**src/design/srsc_pkg.sv**
```systemverilog
// shared types and constants for the syn/rst scan counter
package srsc_pkg;

    // fixed field widths
    localparam int ADDR_W      = 32;
    localparam int PROTO_W     = 8;
    localparam int THR_W       = 16;
    localparam int RPT_CNT_W   = 16;

    // configuration port
    localparam int APB_ADDR_W  = 3;
    localparam int APB_DATA_W  = 32;
    // word index bit of the only register
    localparam logic REG_SCAN_THRESHOLD = 1'b0;

    // protocol and reset constants
    localparam logic [PROTO_W-1:0]   PROTO_TCP  = 8'd6;
    localparam logic [THR_W-1:0]     THR_RESET  = 16'd100;
    localparam logic [RPT_CNT_W-1:0] RPT_CNT_MAX = 16'hFFFF;

    // controller to datapath commands
    typedef struct packed {
        logic accept;     // load a new request
        logic key_dst;    // restart lookup with the destination address
        logic rd;         // read table slot at the scan index
        logic idx_inc;    // advance scan index
        logic wr_new;     // allocate next free slot with count one
        logic wr_upd;     // bump count of the slot at the scan index
        logic set_ovf;    // mark the table as overflowed
        logic load_pend;  // hold current slot as pending report entry
        logic push_mid;   // send pending entry, not last
        logic push_end;   // send final result of the report
    } t_cmd;

    // datapath to controller status
    typedef struct packed {
        logic in_valid;   // request offered
        logic in_rpt;     // offered request is a report
        logic in_src_ev;  // offered packet bumps its source
        logic in_rst_ev;  // offered packet bumps its destination
        logic at_end;     // scan index reached fill count
        logic full;       // every slot taken
        logic hit;        // slot read back matches the key
        logic qual;       // slot read back exceeds the threshold
        logic pend_vld;   // a report entry is pending
        logic out_free;   // output register can take a result
    } t_sts;

endpackage

```
**src/design/srsc_in_if.sv**
```systemverilog
// request channel: one parsed packet header or a report request
interface srsc_in_if;
    import srsc_pkg::*;

    logic               valid;
    logic               ready;
    logic               action;
    logic [PROTO_W-1:0] ip_protocol;
    logic [ADDR_W-1:0]  source_address;
    logic [ADDR_W-1:0]  dest_address;
    logic               flag_syn;
    logic               flag_ack;
    logic               flag_rst;

    modport source (
        output valid, action, ip_protocol, source_address, dest_address,
               flag_syn, flag_ack, flag_rst,
        input  ready
    );
    modport sink (
        input  valid, action, ip_protocol, source_address, dest_address,
               flag_syn, flag_ack, flag_rst,
        output ready
    );
endinterface

```
**src/design/srsc_out_if.sv**
```systemverilog
// result channel: one report entry
interface srsc_out_if;
    import srsc_pkg::*;

    logic                 valid;
    logic                 ready;
    logic [ADDR_W-1:0]    reported_address;
    logic [RPT_CNT_W-1:0] reported_count;
    logic                 entry_valid;
    logic                 table_overflowed;
    logic                 last_of_report;

    modport source (
        output valid, reported_address, reported_count, entry_valid,
               table_overflowed, last_of_report,
        input  ready
    );
    modport sink (
        input  valid, reported_address, reported_count, entry_valid,
               table_overflowed, last_of_report,
        output ready
    );
endinterface

```
**src/design/srsc_ram.sv**
```systemverilog
// generic single-port-write, registered-read ram
module srsc_ram #(
    parameter int WIDTH = 48,
    parameter int DEPTH = 64
) (
    input  logic                     i_clk,
    input  logic                     i_we,
    input  logic [$clog2(DEPTH)-1:0] i_waddr,
    input  logic [WIDTH-1:0]         i_wdata,
    input  logic                     i_re,
    input  logic [$clog2(DEPTH)-1:0] i_raddr,
    output logic [WIDTH-1:0]         o_rdata
);
    logic [WIDTH-1:0] r_mem [DEPTH];
    logic [WIDTH-1:0] r_rdata;

    // write port
    always_ff @(posedge i_clk) begin
        if (i_we) begin
            r_mem[i_waddr] <= i_wdata;
        end
    end

    // registered read, holds when not enabled
    always_ff @(posedge i_clk) begin
        if (i_re) begin
            r_rdata <= r_mem[i_raddr];
        end
    end

    assign o_rdata = r_rdata;
endmodule

```
**src/design/srsc_ctrl.sv**
```systemverilog
// controller: sequences lookups, allocation and report scans
module srsc_ctrl (
    input  logic           i_clk,
    input  logic           i_rst_n,
    input  srsc_pkg::t_sts i_sts,
    output srsc_pkg::t_cmd o_cmd,
    output logic           o_in_ready
);
    import srsc_pkg::*;

    typedef enum logic [2:0] {
        S_IDLE,
        S_LK_RD,
        S_LK_CMP,
        S_RPT_RD,
        S_RPT_CMP,
        S_RPT_END
    } t_state;

    t_state r_state, n_state;
    logic   r_dst_pend, n_dst_pend;
    t_cmd   cmd;

    // next state and commands
    always_comb begin
        n_state    = r_state;
        n_dst_pend = r_dst_pend;
        cmd        = '0;
        case (r_state)
            S_IDLE: begin
                cmd.accept = i_sts.in_valid;
                if (i_sts.in_valid) begin
                    if (i_sts.in_rpt) begin
                        n_state = S_RPT_RD;
                    end else if (i_sts.in_src_ev) begin
                        n_state    = S_LK_RD;
                        n_dst_pend = i_sts.in_rst_ev;
                    end else if (i_sts.in_rst_ev) begin
                        n_state    = S_LK_RD;
                        n_dst_pend = 1'b0;
                    end
                end
            end
            S_LK_RD: begin
                if (i_sts.at_end) begin
                    // address not in table
                    cmd.wr_new  = !i_sts.full;
                    cmd.set_ovf = i_sts.full;
                    if (r_dst_pend) begin
                        cmd.key_dst = 1'b1;
                        n_dst_pend  = 1'b0;
                    end else begin
                        n_state = S_IDLE;
                    end
                end else begin
                    cmd.rd  = 1'b1;
                    n_state = S_LK_CMP;
                end
            end
            S_LK_CMP: begin
                if (i_sts.hit) begin
                    cmd.wr_upd = 1'b1;
                    if (r_dst_pend) begin
                        cmd.key_dst = 1'b1;
                        n_dst_pend  = 1'b0;
                        n_state     = S_LK_RD;
                    end else begin
                        n_state = S_IDLE;
                    end
                end else begin
                    cmd.idx_inc = 1'b1;
                    n_state     = S_LK_RD;
                end
            end
            S_RPT_RD: begin
                if (i_sts.at_end) begin
                    n_state = S_RPT_END;
                end else begin
                    cmd.rd  = 1'b1;
                    n_state = S_RPT_CMP;
                end
            end
            S_RPT_CMP: begin
                if (!i_sts.qual) begin
                    cmd.idx_inc = 1'b1;
                    n_state     = S_RPT_RD;
                end else if (!i_sts.pend_vld || i_sts.out_free) begin
                    // older pending entry leaves, this one waits for a successor
                    cmd.push_mid  = i_sts.pend_vld;
                    cmd.load_pend = 1'b1;
                    cmd.idx_inc   = 1'b1;
                    n_state       = S_RPT_RD;
                end
            end
            S_RPT_END: begin
                if (i_sts.out_free) begin
                    cmd.push_end = 1'b1;
                    n_state      = S_IDLE;
                end
            end
            default: begin
                n_state = S_IDLE;
            end
        endcase
    end

    // state register
    always_ff @(posedge i_clk) begin
        if (!i_rst_n) begin
            r_state    <= S_IDLE;
            r_dst_pend <= 1'b0;
        end else begin
            r_state    <= n_state;
            r_dst_pend <= n_dst_pend;
        end
    end

    assign o_cmd      = cmd;
    assign o_in_ready = (r_state == S_IDLE);
endmodule

```
**src/design/srsc_dpath.sv**
```systemverilog
// datapath: address/count table, scan index, pending entry and output register
module srsc_dpath #(
    parameter int TABLE_DEPTH = 64,
    parameter int COUNT_WIDTH = 16
) (
    input  logic                               i_clk,
    input  logic                               i_rst_n,
    input  srsc_pkg::t_cmd                     i_cmd,
    output srsc_pkg::t_sts                     o_sts,
    input  logic [srsc_pkg::THR_W-1:0]         i_thr,
    // request fields
    input  logic                               i_in_valid,
    input  logic                               i_action,
    input  logic [srsc_pkg::PROTO_W-1:0]       i_ip_protocol,
    input  logic [srsc_pkg::ADDR_W-1:0]        i_source_address,
    input  logic [srsc_pkg::ADDR_W-1:0]        i_dest_address,
    input  logic                               i_flag_syn,
    input  logic                               i_flag_ack,
    input  logic                               i_flag_rst,
    // result register
    input  logic                               i_out_ready,
    output logic                               o_out_valid,
    output logic [srsc_pkg::ADDR_W-1:0]        o_reported_address,
    output logic [srsc_pkg::RPT_CNT_W-1:0]     o_reported_count,
    output logic                               o_entry_valid,
    output logic                               o_table_overflowed,
    output logic                               o_last_of_report
);
    import srsc_pkg::*;

    localparam int IDX_W  = $clog2(TABLE_DEPTH);
    localparam int FILL_W = $clog2(TABLE_DEPTH + 1);
    localparam int ENT_W  = ADDR_W + COUNT_WIDTH;
    localparam int CMP_W  = (COUNT_WIDTH > THR_W) ? COUNT_WIDTH : THR_W;

    // control registers
    logic [FILL_W-1:0] r_idx;
    logic [FILL_W-1:0] r_filled;
    logic              r_ovf;
    logic              r_pend_vld;
    logic              r_out_vld;
    // payload registers
    logic [ADDR_W-1:0]    r_key;
    logic [ADDR_W-1:0]    r_dst;
    logic [ADDR_W-1:0]    r_pend_addr;
    logic [RPT_CNT_W-1:0] r_pend_cnt;
    logic [ADDR_W-1:0]    r_out_addr;
    logic [RPT_CNT_W-1:0] r_out_cnt;
    logic                 r_out_ent;
    logic                 r_out_ovf;
    logic                 r_out_last;

    logic [ENT_W-1:0]       rd_ent;
    logic [ADDR_W-1:0]      rd_addr;
    logic [COUNT_WIDTH-1:0] rd_cnt;
    logic [CMP_W-1:0]       rd_cnt_ext;
    logic [COUNT_WIDTH-1:0] bump_cnt;
    logic [RPT_CNT_W-1:0]   sat_cnt;
    logic                   we;
    logic [IDX_W-1:0]       waddr;
    logic [ENT_W-1:0]       wdata;
    logic                   tcp;
    logic                   out_free;

    // table storage: address in the upper bits, count in the lower
    srsc_ram #(
        .WIDTH (ENT_W),
        .DEPTH (TABLE_DEPTH)
    ) u_table (
        .i_clk   (i_clk),
        .i_we    (we),
        .i_waddr (waddr),
        .i_wdata (wdata),
        .i_re    (i_cmd.rd),
        .i_raddr (r_idx[IDX_W-1:0]),
        .o_rdata (rd_ent)
    );

    // slot read back and count arithmetic
    assign rd_addr    = rd_ent[ENT_W-1:COUNT_WIDTH];
    assign rd_cnt     = rd_ent[COUNT_WIDTH-1:0];
    assign rd_cnt_ext = CMP_W'(rd_cnt);
    assign bump_cnt   = (rd_cnt == '1) ? rd_cnt : rd_cnt + 1'b1;
    assign sat_cnt    = (rd_cnt_ext > CMP_W'(RPT_CNT_MAX)) ? RPT_CNT_MAX
                                                          : rd_cnt_ext[RPT_CNT_W-1:0];

    // table write: new slot at the fill count, update at the scan index
    assign we    = i_cmd.wr_new | i_cmd.wr_upd;
    assign waddr = i_cmd.wr_new ? r_filled[IDX_W-1:0] : r_idx[IDX_W-1:0];
    assign wdata = i_cmd.wr_new ? {r_key, COUNT_WIDTH'(1)} : {r_key, bump_cnt};

    // status
    assign tcp      = (i_ip_protocol == PROTO_TCP);
    assign out_free = !r_out_vld || i_out_ready;

    always_comb begin
        o_sts           = '0;
        o_sts.in_valid  = i_in_valid;
        o_sts.in_rpt    = i_action;
        o_sts.in_src_ev = tcp && i_flag_syn && !i_flag_ack;
        o_sts.in_rst_ev = tcp && i_flag_rst;
        o_sts.at_end    = (r_idx == r_filled);
        o_sts.full      = (r_filled == FILL_W'(TABLE_DEPTH));
        o_sts.hit       = (rd_addr == r_key);
        o_sts.qual      = (rd_cnt_ext > CMP_W'(i_thr));
        o_sts.pend_vld  = r_pend_vld;
        o_sts.out_free  = out_free;
    end

    // control registers
    always_ff @(posedge i_clk) begin
        if (!i_rst_n) begin
            r_idx      <= '0;
            r_filled   <= '0;
            r_ovf      <= 1'b0;
            r_pend_vld <= 1'b0;
            r_out_vld  <= 1'b0;
        end else begin
            if (i_cmd.accept || i_cmd.key_dst) begin
                r_idx <= '0;
            end else if (i_cmd.idx_inc) begin
                r_idx <= r_idx + 1'b1;
            end
            if (i_cmd.wr_new) begin
                r_filled <= r_filled + 1'b1;
            end
            if (i_cmd.set_ovf) begin
                r_ovf <= 1'b1;
            end
            if (i_cmd.accept) begin
                r_pend_vld <= 1'b0;
            end else if (i_cmd.load_pend) begin
                r_pend_vld <= 1'b1;
            end
            if (i_cmd.push_mid || i_cmd.push_end) begin
                r_out_vld <= 1'b1;
            end else if (i_out_ready) begin
                r_out_vld <= 1'b0;
            end
        end
    end

    // lookup key and pending entry
    always_ff @(posedge i_clk) begin
        if (i_cmd.accept) begin
            r_key <= o_sts.in_src_ev ? i_source_address : i_dest_address;
            r_dst <= i_dest_address;
        end else if (i_cmd.key_dst) begin
            r_key <= r_dst;
        end
        if (i_cmd.load_pend) begin
            r_pend_addr <= rd_addr;
            r_pend_cnt  <= sat_cnt;
        end
    end

    // output register payload
    always_ff @(posedge i_clk) begin
        if (i_cmd.push_mid || i_cmd.push_end) begin
            r_out_ovf  <= r_ovf;
            r_out_last <= i_cmd.push_end;
            if (i_cmd.push_end && !r_pend_vld) begin
                // empty report
                r_out_addr <= '0;
                r_out_cnt  <= '0;
                r_out_ent  <= 1'b0;
            end else begin
                r_out_addr <= r_pend_addr;
                r_out_cnt  <= r_pend_cnt;
                r_out_ent  <= 1'b1;
            end
        end
    end

    assign o_out_valid        = r_out_vld;
    assign o_reported_address = r_out_addr;
    assign o_reported_count   = r_out_cnt;
    assign o_entry_valid      = r_out_ent;
    assign o_table_overflowed = r_out_ovf;
    assign o_last_of_report   = r_out_last;
endmodule

```
**src/design/syn_rst_scan_counter.sv**
```systemverilog
// Accounting request: accepted from idle, then per counted event the table is searched
//   slot by slot, and a new slot is taken, or overflow marked, if the address is new (at most 2 events).
// Report request: scans every filled slot and can stall on the output; one result per
//   qualifying slot, held in the output register. Rate is set by the one-read
//   port table scan in the datapath, one request in flight at a time.
// Reset (synchronous, active low) empties the table, clears overflow, sets threshold to 100.
module syn_rst_scan_counter #(
    parameter int TABLE_DEPTH = 64,
    parameter int COUNT_WIDTH = 16
) (
    input  logic                              i_clk,
    input  logic                              i_rst_n,
    srsc_in_if.sink                           i_req,
    srsc_out_if.source                        o_rsp,
    input  logic                              psel,
    input  logic                              penable,
    input  logic                              pwrite,
    input  logic [srsc_pkg::APB_ADDR_W-1:0]   paddr,
    input  logic [srsc_pkg::APB_DATA_W-1:0]   pwdata,
    output logic [srsc_pkg::APB_DATA_W-1:0]   prdata,
    output logic                              pready
);
    import srsc_pkg::*;

    t_cmd             cmd;
    t_sts             sts;
    logic [THR_W-1:0] r_thr;
    logic             reg_sel;

    // configuration register
    assign reg_sel = (paddr[2] == REG_SCAN_THRESHOLD);
    assign pready  = 1'b1;
    assign prdata  = reg_sel ? APB_DATA_W'(r_thr) : '0;

    always_ff @(posedge i_clk) begin
        if (!i_rst_n) begin
            r_thr <= THR_RESET;
        end else if (psel && penable && pwrite && reg_sel) begin
            r_thr <= pwdata[THR_W-1:0];
        end
    end

    // controller
    srsc_ctrl u_ctrl (
        .i_clk      (i_clk),
        .i_rst_n    (i_rst_n),
        .i_sts      (sts),
        .o_cmd      (cmd),
        .o_in_ready (i_req.ready)
    );

    // datapath
    srsc_dpath #(
        .TABLE_DEPTH (TABLE_DEPTH),
        .COUNT_WIDTH (COUNT_WIDTH)
    ) u_dpath (
        .i_clk              (i_clk),
        .i_rst_n            (i_rst_n),
        .i_cmd              (cmd),
        .o_sts              (sts),
        .i_thr              (r_thr),
        .i_in_valid         (i_req.valid),
        .i_action           (i_req.action),
        .i_ip_protocol      (i_req.ip_protocol),
        .i_source_address   (i_req.source_address),
        .i_dest_address     (i_req.dest_address),
        .i_flag_syn         (i_req.flag_syn),
        .i_flag_ack         (i_req.flag_ack),
        .i_flag_rst         (i_req.flag_rst),
        .i_out_ready        (o_rsp.ready),
        .o_out_valid        (o_rsp.valid),
        .o_reported_address (o_rsp.reported_address),
        .o_reported_count   (o_rsp.reported_count),
        .o_entry_valid      (o_rsp.entry_valid),
        .o_table_overflowed (o_rsp.table_overflowed),
        .o_last_of_report   (o_rsp.last_of_report)
    );

`ifndef NO_ASSERTIONS
    // never allocate a slot in a full table
    a_no_alloc_when_full: assert property (@(posedge i_clk) disable iff (!i_rst_n)
        cmd.wr_new |-> !sts.full)
        else $error("slot allocated while table full");

    // at most one table action per cycle
    a_one_table_op: assert property (@(posedge i_clk) disable iff (!i_rst_n)
        $onehot0({cmd.wr_new, cmd.wr_upd, cmd.set_ovf}))
        else $error("conflicting table actions");

    // a pending entry only leaves into a free output register
    a_push_mid_ok: assert property (@(posedge i_clk) disable iff (!i_rst_n)
        cmd.push_mid |-> (sts.pend_vld && sts.out_free))
        else $error("pending entry pushed without room");

    // the final result of a report frees the request side
    a_idle_after_last: assert property (@(posedge i_clk) disable iff (!i_rst_n)
        cmd.push_end |=> i_req.ready)
        else $error("not ready after final result of report");
`endif
endmodule

```
**src/flat_wrapper.sv**
```systemverilog
// flat-port wrapper written by rule: the top's interface ports become plain ports
module syn_rst_scan_counter_flat import srsc_pkg::*;
#(
    parameter int TABLE_DEPTH = 64,
    parameter int COUNT_WIDTH = 16
)
  (i_clk, i_rst_n, psel, penable, pwrite, paddr, pwdata, prdata, pready, i_req_valid, i_req_action, i_req_ip_protocol, i_req_source_address, i_req_dest_address, i_req_flag_syn, i_req_flag_ack, i_req_flag_rst, i_req_ready, o_rsp_valid, o_rsp_reported_address, o_rsp_reported_count, o_rsp_entry_valid, o_rsp_table_overflowed, o_rsp_last_of_report, o_rsp_ready);
  srsc_in_if i_req_i ();
  srsc_out_if o_rsp_i ();
  input  logic i_clk;
  input  logic i_rst_n;
  input  logic psel;
  input  logic penable;
  input  logic pwrite;
  input  logic [srsc_pkg::APB_ADDR_W-1:0] paddr;
  input  logic [srsc_pkg::APB_DATA_W-1:0] pwdata;
  output logic [srsc_pkg::APB_DATA_W-1:0] prdata;
  output logic pready;
  input wire logic [$bits(i_req_i.valid)-1:0] i_req_valid;
  input wire logic [$bits(i_req_i.action)-1:0] i_req_action;
  input wire logic [$bits(i_req_i.ip_protocol)-1:0] i_req_ip_protocol;
  input wire logic [$bits(i_req_i.source_address)-1:0] i_req_source_address;
  input wire logic [$bits(i_req_i.dest_address)-1:0] i_req_dest_address;
  input wire logic [$bits(i_req_i.flag_syn)-1:0] i_req_flag_syn;
  input wire logic [$bits(i_req_i.flag_ack)-1:0] i_req_flag_ack;
  input wire logic [$bits(i_req_i.flag_rst)-1:0] i_req_flag_rst;
  output wire logic [$bits(i_req_i.ready)-1:0] i_req_ready;
  output wire logic [$bits(o_rsp_i.valid)-1:0] o_rsp_valid;
  output wire logic [$bits(o_rsp_i.reported_address)-1:0] o_rsp_reported_address;
  output wire logic [$bits(o_rsp_i.reported_count)-1:0] o_rsp_reported_count;
  output wire logic [$bits(o_rsp_i.entry_valid)-1:0] o_rsp_entry_valid;
  output wire logic [$bits(o_rsp_i.table_overflowed)-1:0] o_rsp_table_overflowed;
  output wire logic [$bits(o_rsp_i.last_of_report)-1:0] o_rsp_last_of_report;
  input wire logic [$bits(o_rsp_i.ready)-1:0] o_rsp_ready;
  assign i_req_i.valid = i_req_valid;
  assign i_req_i.action = i_req_action;
  assign i_req_i.ip_protocol = i_req_ip_protocol;
  assign i_req_i.source_address = i_req_source_address;
  assign i_req_i.dest_address = i_req_dest_address;
  assign i_req_i.flag_syn = i_req_flag_syn;
  assign i_req_i.flag_ack = i_req_flag_ack;
  assign i_req_i.flag_rst = i_req_flag_rst;
  assign i_req_ready = i_req_i.ready;
  assign o_rsp_valid = o_rsp_i.valid;
  assign o_rsp_reported_address = o_rsp_i.reported_address;
  assign o_rsp_reported_count = o_rsp_i.reported_count;
  assign o_rsp_entry_valid = o_rsp_i.entry_valid;
  assign o_rsp_table_overflowed = o_rsp_i.table_overflowed;
  assign o_rsp_last_of_report = o_rsp_i.last_of_report;
  assign o_rsp_i.ready = o_rsp_ready;
  syn_rst_scan_counter #(.TABLE_DEPTH(TABLE_DEPTH), .COUNT_WIDTH(COUNT_WIDTH)) u_core (.i_clk(i_clk), .i_rst_n(i_rst_n), .i_req(i_req_i), .o_rsp(o_rsp_i), .psel(psel), .penable(penable), .pwrite(pwrite), .paddr(paddr), .pwdata(pwdata), .prdata(prdata), .pready(pready));
endmodule
```
**config.mk**
```make
export PLATFORM = sky130hd
export DESIGN_NAME = syn_rst_scan_counter_flat
export DESIGN_NICKNAME = d
export VERILOG_FILES = /design/src/design/srsc_pkg.sv /design/src/design/srsc_in_if.sv /design/src/design/srsc_out_if.sv /design/src/design/srsc_ram.sv /design/src/design/srsc_ctrl.sv /design/src/design/srsc_dpath.sv /design/src/design/syn_rst_scan_counter.sv /design/src/flat_wrapper.sv
export SDC_FILE = /design/constraint.sdc
export NUM_CORES = 2
export LEC_CHECK = 0
export BUFFER_PORTS_ARGS = -buffer_cell sky130_fd_sc_hd__buf_2
export CORE_ASPECT_RATIO = 1.4
export CORE_MARGIN = 8
export CORE_UTILIZATION = 35
export CTS_CLUSTER_DIAMETER = 120
export DETAILED_ROUTE_END_ITERATION = 12
export PLACE_DENSITY = 0.58
export RECOVER_POWER = 100
export SYNTH_ARGS = -nofsm -noshare
export SYNTH_HDL_FRONTEND = slang
export SYNTH_SLANG_ARGS = --single-unit
```
**constraint.sdc**
```tcl
create_clock -name i_clk -period 7.3 [get_ports i_clk]
set_clock_uncertainty 0.2 [all_clocks]
set_input_delay 0.73 -clock i_clk [delete_from_list [all_inputs] [get_ports i_clk]]
set_output_delay 0.73 -clock i_clk [all_outputs]
set_load 0.02 [all_outputs]
```
Word-level counts from Yosys, hierarchy flattened:

Memory sizes are Yosys's and may differ from the RTL's. A register that Yosys moved wholly into a read port is not among the register bits.
Cells that the tools add are included.
Widths: inputs -> output; s select.

* memories kept: 1
* flip-flop bits (word level): 200
* memory bits (read-only): 0
* bits in writable memories: 3072
* latch bits: 0
* logic and storage cells: 123
* input port bits: 118

Memories
* u_core.u_dpath.u_table.r_mem: depth 64, bits a word 48, read ports 1, clocked after memory_dff 1, write ports 1, line srsc_ram.sv:14 `logic [WIDTH-1:0] r_mem [DEPTH];`

* $lt $le $gt $ge: 2
* bitwise logic cells: 3
* div/mod/pow operators: 0
* equality and inequality tests: 19
* multipliers: 0
* reductions and logical operators: 24
* shifts and indexed selects: 0
* add/subtract/negate cells: 3
* mux-type cells: 54

Operators by type and width (number)
* $mux 32: 3
* $mux 16: 3
* $eq 32x32->1: 1
* $mux 1: 31
* $mux 3: 9
* $pmux 3 s6: 1
* $add 16x1->16 const B: 1
* $eq 16x16->1 const B: 1
* $gt 16x16->1: 1
* $gt 16x16->1 const B: 1
* $add 7x1->7 const B: 2
* $eq 8x3->1 const B: 1
* $eq 7x7->1: 1
* $eq 7x7->1 const B: 1
* $logic_and 1x1->1: 7
* $eq 3x2->1 const B: 2
* $eq 3x3->1 const B: 2
* $mux 2: 3
* $mux 6: 1
* $ne 2x2->1 const B: 3
* $ne 3x3->1 const B: 2
* $reduce_and 6->1: 1
* $reduce_or 2->1: 3
* $reduce_and 5->1: 1
* 13 further kinds: 23

Logic depth before layout (Yosys ltp):

* depth in word-level cells: 8
* depth in mapped cells: 10
* mapped depth without buffers: 9

Hierarchy:

A second synthesis with hierarchy kept.

* cells, all modules: 5737
* area total of the unflattened synthesis: 127035.6 µm²

Modules (own cells, without submodules)
* srsc_ram: cells each 4970, area each 117597.8 µm², seq. area each 93689.9 µm², instances 1
* srsc_dpath: cells each 607, area each 8081.5 µm², seq. area each 5235.0 µm², instances 1
* syn_rst_scan_counter: cells each 106, area each 922.1 µm², seq. area each 320.3 µm², instances 1
* srsc_ctrl: cells each 54, area each 434.2 µm², seq. area each 80.1 µm², instances 1

Worst setup path before layout:

OpenSTA, ideal clock, no wires.

* kind: register to register
* start point: register u_core.u_dpath.u_table.r_rdata[13] (netlist: u_core.u_dpath.u_table.o_rdata[13]), read port of u_core.u_dpath.u_table.r_mem
* end point: register u_core.u_dpath.r_out_ent (netlist: u_core.u_dpath.o_entry_valid) (enable)
* stages on the path, launching flop included: 8
* period minus slack after synthesis: 5.967 ns
* path slack: 1.333 ns
* library setup time: 0.530 ns
* data required time: 6.570 ns
* arrival: 5.237 ns
* path buffers: 0
* path through: edfxtp_1 ha_1 nand4_1 nor4_1 o21ai_0 nand4_1 nand4_1 o21ai_0

* word-level cells in the longest chain between the ends: 4

RTL lines
* start: declaration: line srsc_ram.sv:15 `logic [WIDTH-1:0] r_rdata;`
* $gt 16x16->1: line srsc_dpath.sv:105 `o_sts.qual = (rd_cnt_ext > CMP_W'(i_thr));`
* $mux 2: line srsc_ctrl.sv:84 `if (!i_sts.qual) begin`
* $mux 2: line srsc_ctrl.sv:29 `case (r_state)`
* $logic_or 1x1->1: line srsc_dpath.sv:159 `if (i_cmd.push_mid || i_cmd.push_end) begin`
* end signal: assignment: line srsc_dpath.sv:166 `r_out_ent <= 1'b0;`
* end signal: assignment: line srsc_dpath.sv:170 `r_out_ent <= 1'b1;`
* end: declaration: line srsc_dpath.sv:49 `logic r_out_ent;`

No other way between the ends.
A chain may end at the register's enable or synchronous reset.

Worst setup path after layout:

* start point: register u_core.u_dpath.r_key[17]
* end point: memory u_core.u_dpath.u_table.r_mem[40][13] (enable)

* word-level cells in the longest chain between the ends: 6

RTL lines
* start: declaration: line srsc_dpath.sv:43 `logic [ADDR_W-1:0] r_key;`
* start signal: assignment: line srsc_dpath.sv:146 `r_key <= o_sts.in_src_ev ? i_source_address : i_dest_address;`
* start signal: assignment: line srsc_dpath.sv:149 `r_key <= r_dst;`
* $eq 32x32->1: line srsc_dpath.sv:104 `o_sts.hit = (rd_addr == r_key);`
* $mux 1: line srsc_ctrl.sv:61 `if (i_sts.hit) begin`
* $mux 1: line srsc_ctrl.sv:29
* $or 1x1->1: line srsc_dpath.sv:88 `assign we = i_cmd.wr_new | i_cmd.wr_upd;`
* $mux 1: line srsc_ram.sv:19 `if (i_we) begin`
* $mux 1 (not written as such): line srsc_ram.sv:20 `r_mem[i_waddr] <= i_wdata;`
* end: declaration: line srsc_ram.sv:14

No other way between the ends.

==> reports/results.txt <==
leading area contributor after synthesis -> edfxtp_1
syn_area_per_cell -> 24.30 um2
Skew-Pair Late Insertion Delay -> 0.89 ns
layout cells sized above 1 -> 29.05%
Final TNS setup -> 0 ns
first-pass GRT wire length -> 466,000 um
status -> finished, violations left
Slew Viols, Final -> 3,191
dpl hpwl -> 188,400 um
Final Routed Wirelength -> 331,800 um
DRT iter0 DRCs -> 6,027
Post-Synthesis Cell Area -> 126,900 um2
CTS Sinks -> 3,320
Yosys cell types -> 55
fin util -> 40.27%
Post-CTS Resized -> 0
Reg clk slew, reported paths -> 0.06 ns
failing checks -> capacitance limit, slew limit
drt drc -> 0
Leakage Power -> 43.15 nW
drt wl/cell -> 30.92 um
period utilisation layout -> 87.85%
pwr dens -> 292.2 nW/um2
RSZ-0062 raised after global routing -> no
share of the synthesized area in the top cell type -> 77.71%
Setup WS post-layout -> 0.8872 ns
vias in the first global route -> 60,418
core area -> 360,900 um2
R2R depth -> 10
commonest cells after routing, fill and taps aside -> 3,283 x edfxtp_1, 1,008 x mux4_2, 339 x clkbuf_16
worst-margin pin slew -> 4.088 ns
Initial Util -> 35.16%
RR Startpoint -> u_core.u_dpath.r_key[17]$_DFFE_PP_
CTS Buffer Depth -> 4
H-tree Lvls -> 5
pin count of the biggest net entering global routing -> 143
Hold Buf Count CTS -> 52
top achievable clock speed -> 155.9 MHz
GRT Total Usage -> 16.90%
ranking of synthesized cells by area -> edfxtp_1 78%, mux4_2 18%, dfxtp_1 0.58%, clkbuf_1 0.48%, nor2_1 0.35%
total number of vias -> 57,512
relative slew slack -> -172.5%
die area -> 382,300 um2
post-route ant nets -> 0
Final min period -> 6.413 ns
CTS tree -> built
gpl congestion -> 0.7731
Final nets -> 5,864
GR Overflow Total -> 0
number of port buffers -> 168
Hold WS -> 0.05283 ns
Crit Path Category -> reg -> reg
final count of hold timing violations -> 0
area growth from synthesis to layout -> 14.54%
Post-Syn Instances -> 5,221
crit path launch type -> register
synth warn -> 0
max_cap viols -> 83
dpl ws -> 1.677 ns
initial antenna violation count -> 13
Worst R2R End -> u_core.u_dpath.u_table.r_mem[40][13]$_DFFE_PP_
Hold Path Cell Cnt -> 3
Critical path origin -> u_core.u_dpath.r_key[17]$_DFFE_PP_
post-CTS setup buffers -> 0
CP arrival -> 6.68 ns
die width -> 524.8 um
Post-synth EDFFs -> 3,283
Seq cells post-synth -> 3,320
Worst Path Required -> 7.57 ns
CTS root buffer -> clkbuf_16
CP endpoint -> u_core.u_dpath.u_table.r_mem[40][13]$_DFFE_PP_
commonest non-fill, non-tap cell in the layout -> edfxtp_1
Critical Path Fanout Max -> 65
Pre-antenna DRT Iters -> 5
I/O Pins -> 204
Via density -> 5.358
endpoint type of the worst setup path -> register
Tightest Hold Check Type -> in -> reg
Inserted Clock Buffers -> 332
Overall Power -> 42.46 mW
Synth Flop Type -> edfxtp_1
post-synthesis sequential area ratio -> 78.29%
Setup violations, final -> 0
R2R setup slack -> 0.89 ns
VDD IR max -> 0.1841 mV
Synth async-reset ratio -> 0%
Cell Rows -> 261
Die Y -> 728.4 um
-- registers in the layout (all words and copies together), names as in the netlist, 7 cells and up --
| signal | flops |
|---|---|
| u_core.r_thr | 16 |
| u_core.u_dpath.o_reported_address | 32 |
| u_core.u_dpath.o_reported_count | 16 |
| u_core.u_dpath.r_dst | 32 |
| u_core.u_dpath.r_filled | 7 |
| u_core.u_dpath.r_idx | 7 |
| u_core.u_dpath.r_key | 32 |
| u_core.u_dpath.r_pend_addr | 32 |
| u_core.u_dpath.r_pend_cnt | 16 |
| u_core.u_dpath.u_table.o_rdata | 48 |
| u_core.u_dpath.u_table.r_mem | 3072 |
-- layout make-up --
| cell class | count | area, um2 |
|---|---|---|
| diodes | 19 | 47.55 |
| clock buffers | 414 | 8775 |
| clock inverters | 174 | 1697 |
| fillers | 31277 | 215500 |
| inverters | 31 | 116.4 |
| multi-input cells | 1600 | 26560 |
| flip-flops and latches | 3320 | 99350 |
| well taps | 4734 | 5923 |
| repair buffers | 441 | 2851 |
-- synthesized netlist by cell type, types with 2 or more instances --
master     number
a21o_1          3
a21oi_1        33
inv_1          31
mux4_2       1008
nand4b_1        3
edfxtp_1     3283
xnor2_1        44
or3b_2          2
nor3b_1         3
nor2_1        119
o211ai_1        3
buf_1          33
clkbuf_1      163
o21a_1          2
and3_1          4
nand3b_1        5
dfxtp_1        37
nand4_1        21
ha_1           20
mux2i_1        38
o21ai_0        44
a2111oi_0       2
conb_1          2
a211oi_1        2
buf_6           4
a31oi_1         4
nand2b_1        7
xor2_1         11
buf_2          57
a2111o_1        2
nand3_1        18
or3_1           2
nor2b_1        52
buf_4          28
nor3_1          8
nand2_1        96
nor4_1          4
and2_1          4
o21bai_1        3
-- critical path: stages, from the launching register on --
cell	delay, ns
edfxtp_1	0.33
buf_4	0.51
xnor2_1	0.24
nand4_1	0.25
nor4_1	0.65
nand2_1	0.57
o21bai_1	0.78
nand4b_1	0.15
clkbuf_1	0.32
nor2_1	0.93
clkbuf_1	1.02
-- power breakdown --
group	leakage (nW)	internal (mW)	switching (mW)	total, mW
sequential	29.9	22.3	0.137	22.4
clock	5.11	9.51	7.20	16.7
combinational	8.12	1.06	2.26	3.33
-- kinds of logic (layout without fill, tap and decap cells) --
logic type,Yosys count,in the layout,share of synthesized area [%]
compound gates,106,106,0.4921
xor+xnor,55,55,0.3797
fa+ha+maj,20,20,0.1972
buf+inv,316,1060,1.098
flops,3320,3320,78.29
mux,1047,1047,18.20
other cells,2,36,0.005919
simple gates,355,355,1.335
-- worst min path at each step --
| stage | start | slack (ns) | end |
|---|---|---|---|
| finish | i_req_flag_rst | 0.05 | u_core.u_ctrl.r_dst_pend$_SDFFE_PN0P_ |
| global route | i_req_flag_rst | 0.07 | u_core.u_ctrl.r_dst_pend$_SDFFE_PN0P_ |
| CTS | i_req_flag_rst | 0.03 | u_core.u_ctrl.r_dst_pend$_SDFFE_PN0P_ |
| detailed placement | u_core.u_dpath.r_ovf$_SDFFE_PN0P_ | 0.23 | u_core.u_dpath.o_table_overflowed$_DFFE_PP_ |
| global placement | u_core.u_dpath.r_ovf$_SDFFE_PN0P_ | 0.23 | u_core.u_dpath.o_table_overflowed$_DFFE_PP_ |
| floorplan | u_core.u_dpath.r_ovf$_SDFFE_PN0P_ | 0.21 | u_core.u_dpath.o_table_overflowed$_DFFE_PP_ |
-- through the flow --
step,instances,area [um2]
after floorplan,5236,126900
after global placement,10073,135200
after detailed placement,10073,135200
after CTS,10713,146200
after global routing,10721,145300
final,10733,145300
-- metal layers --
layer	vias up	GRT usage [%]	wire [um]
met5	-	0	0
met4	0	4.251	8383
met3	401	2.805	20750
met2	2042	30.38	174300
met1	31644	21.35	128300
li1	23425	-	-
No activity file was read; power rests on OpenSTA's default activity.
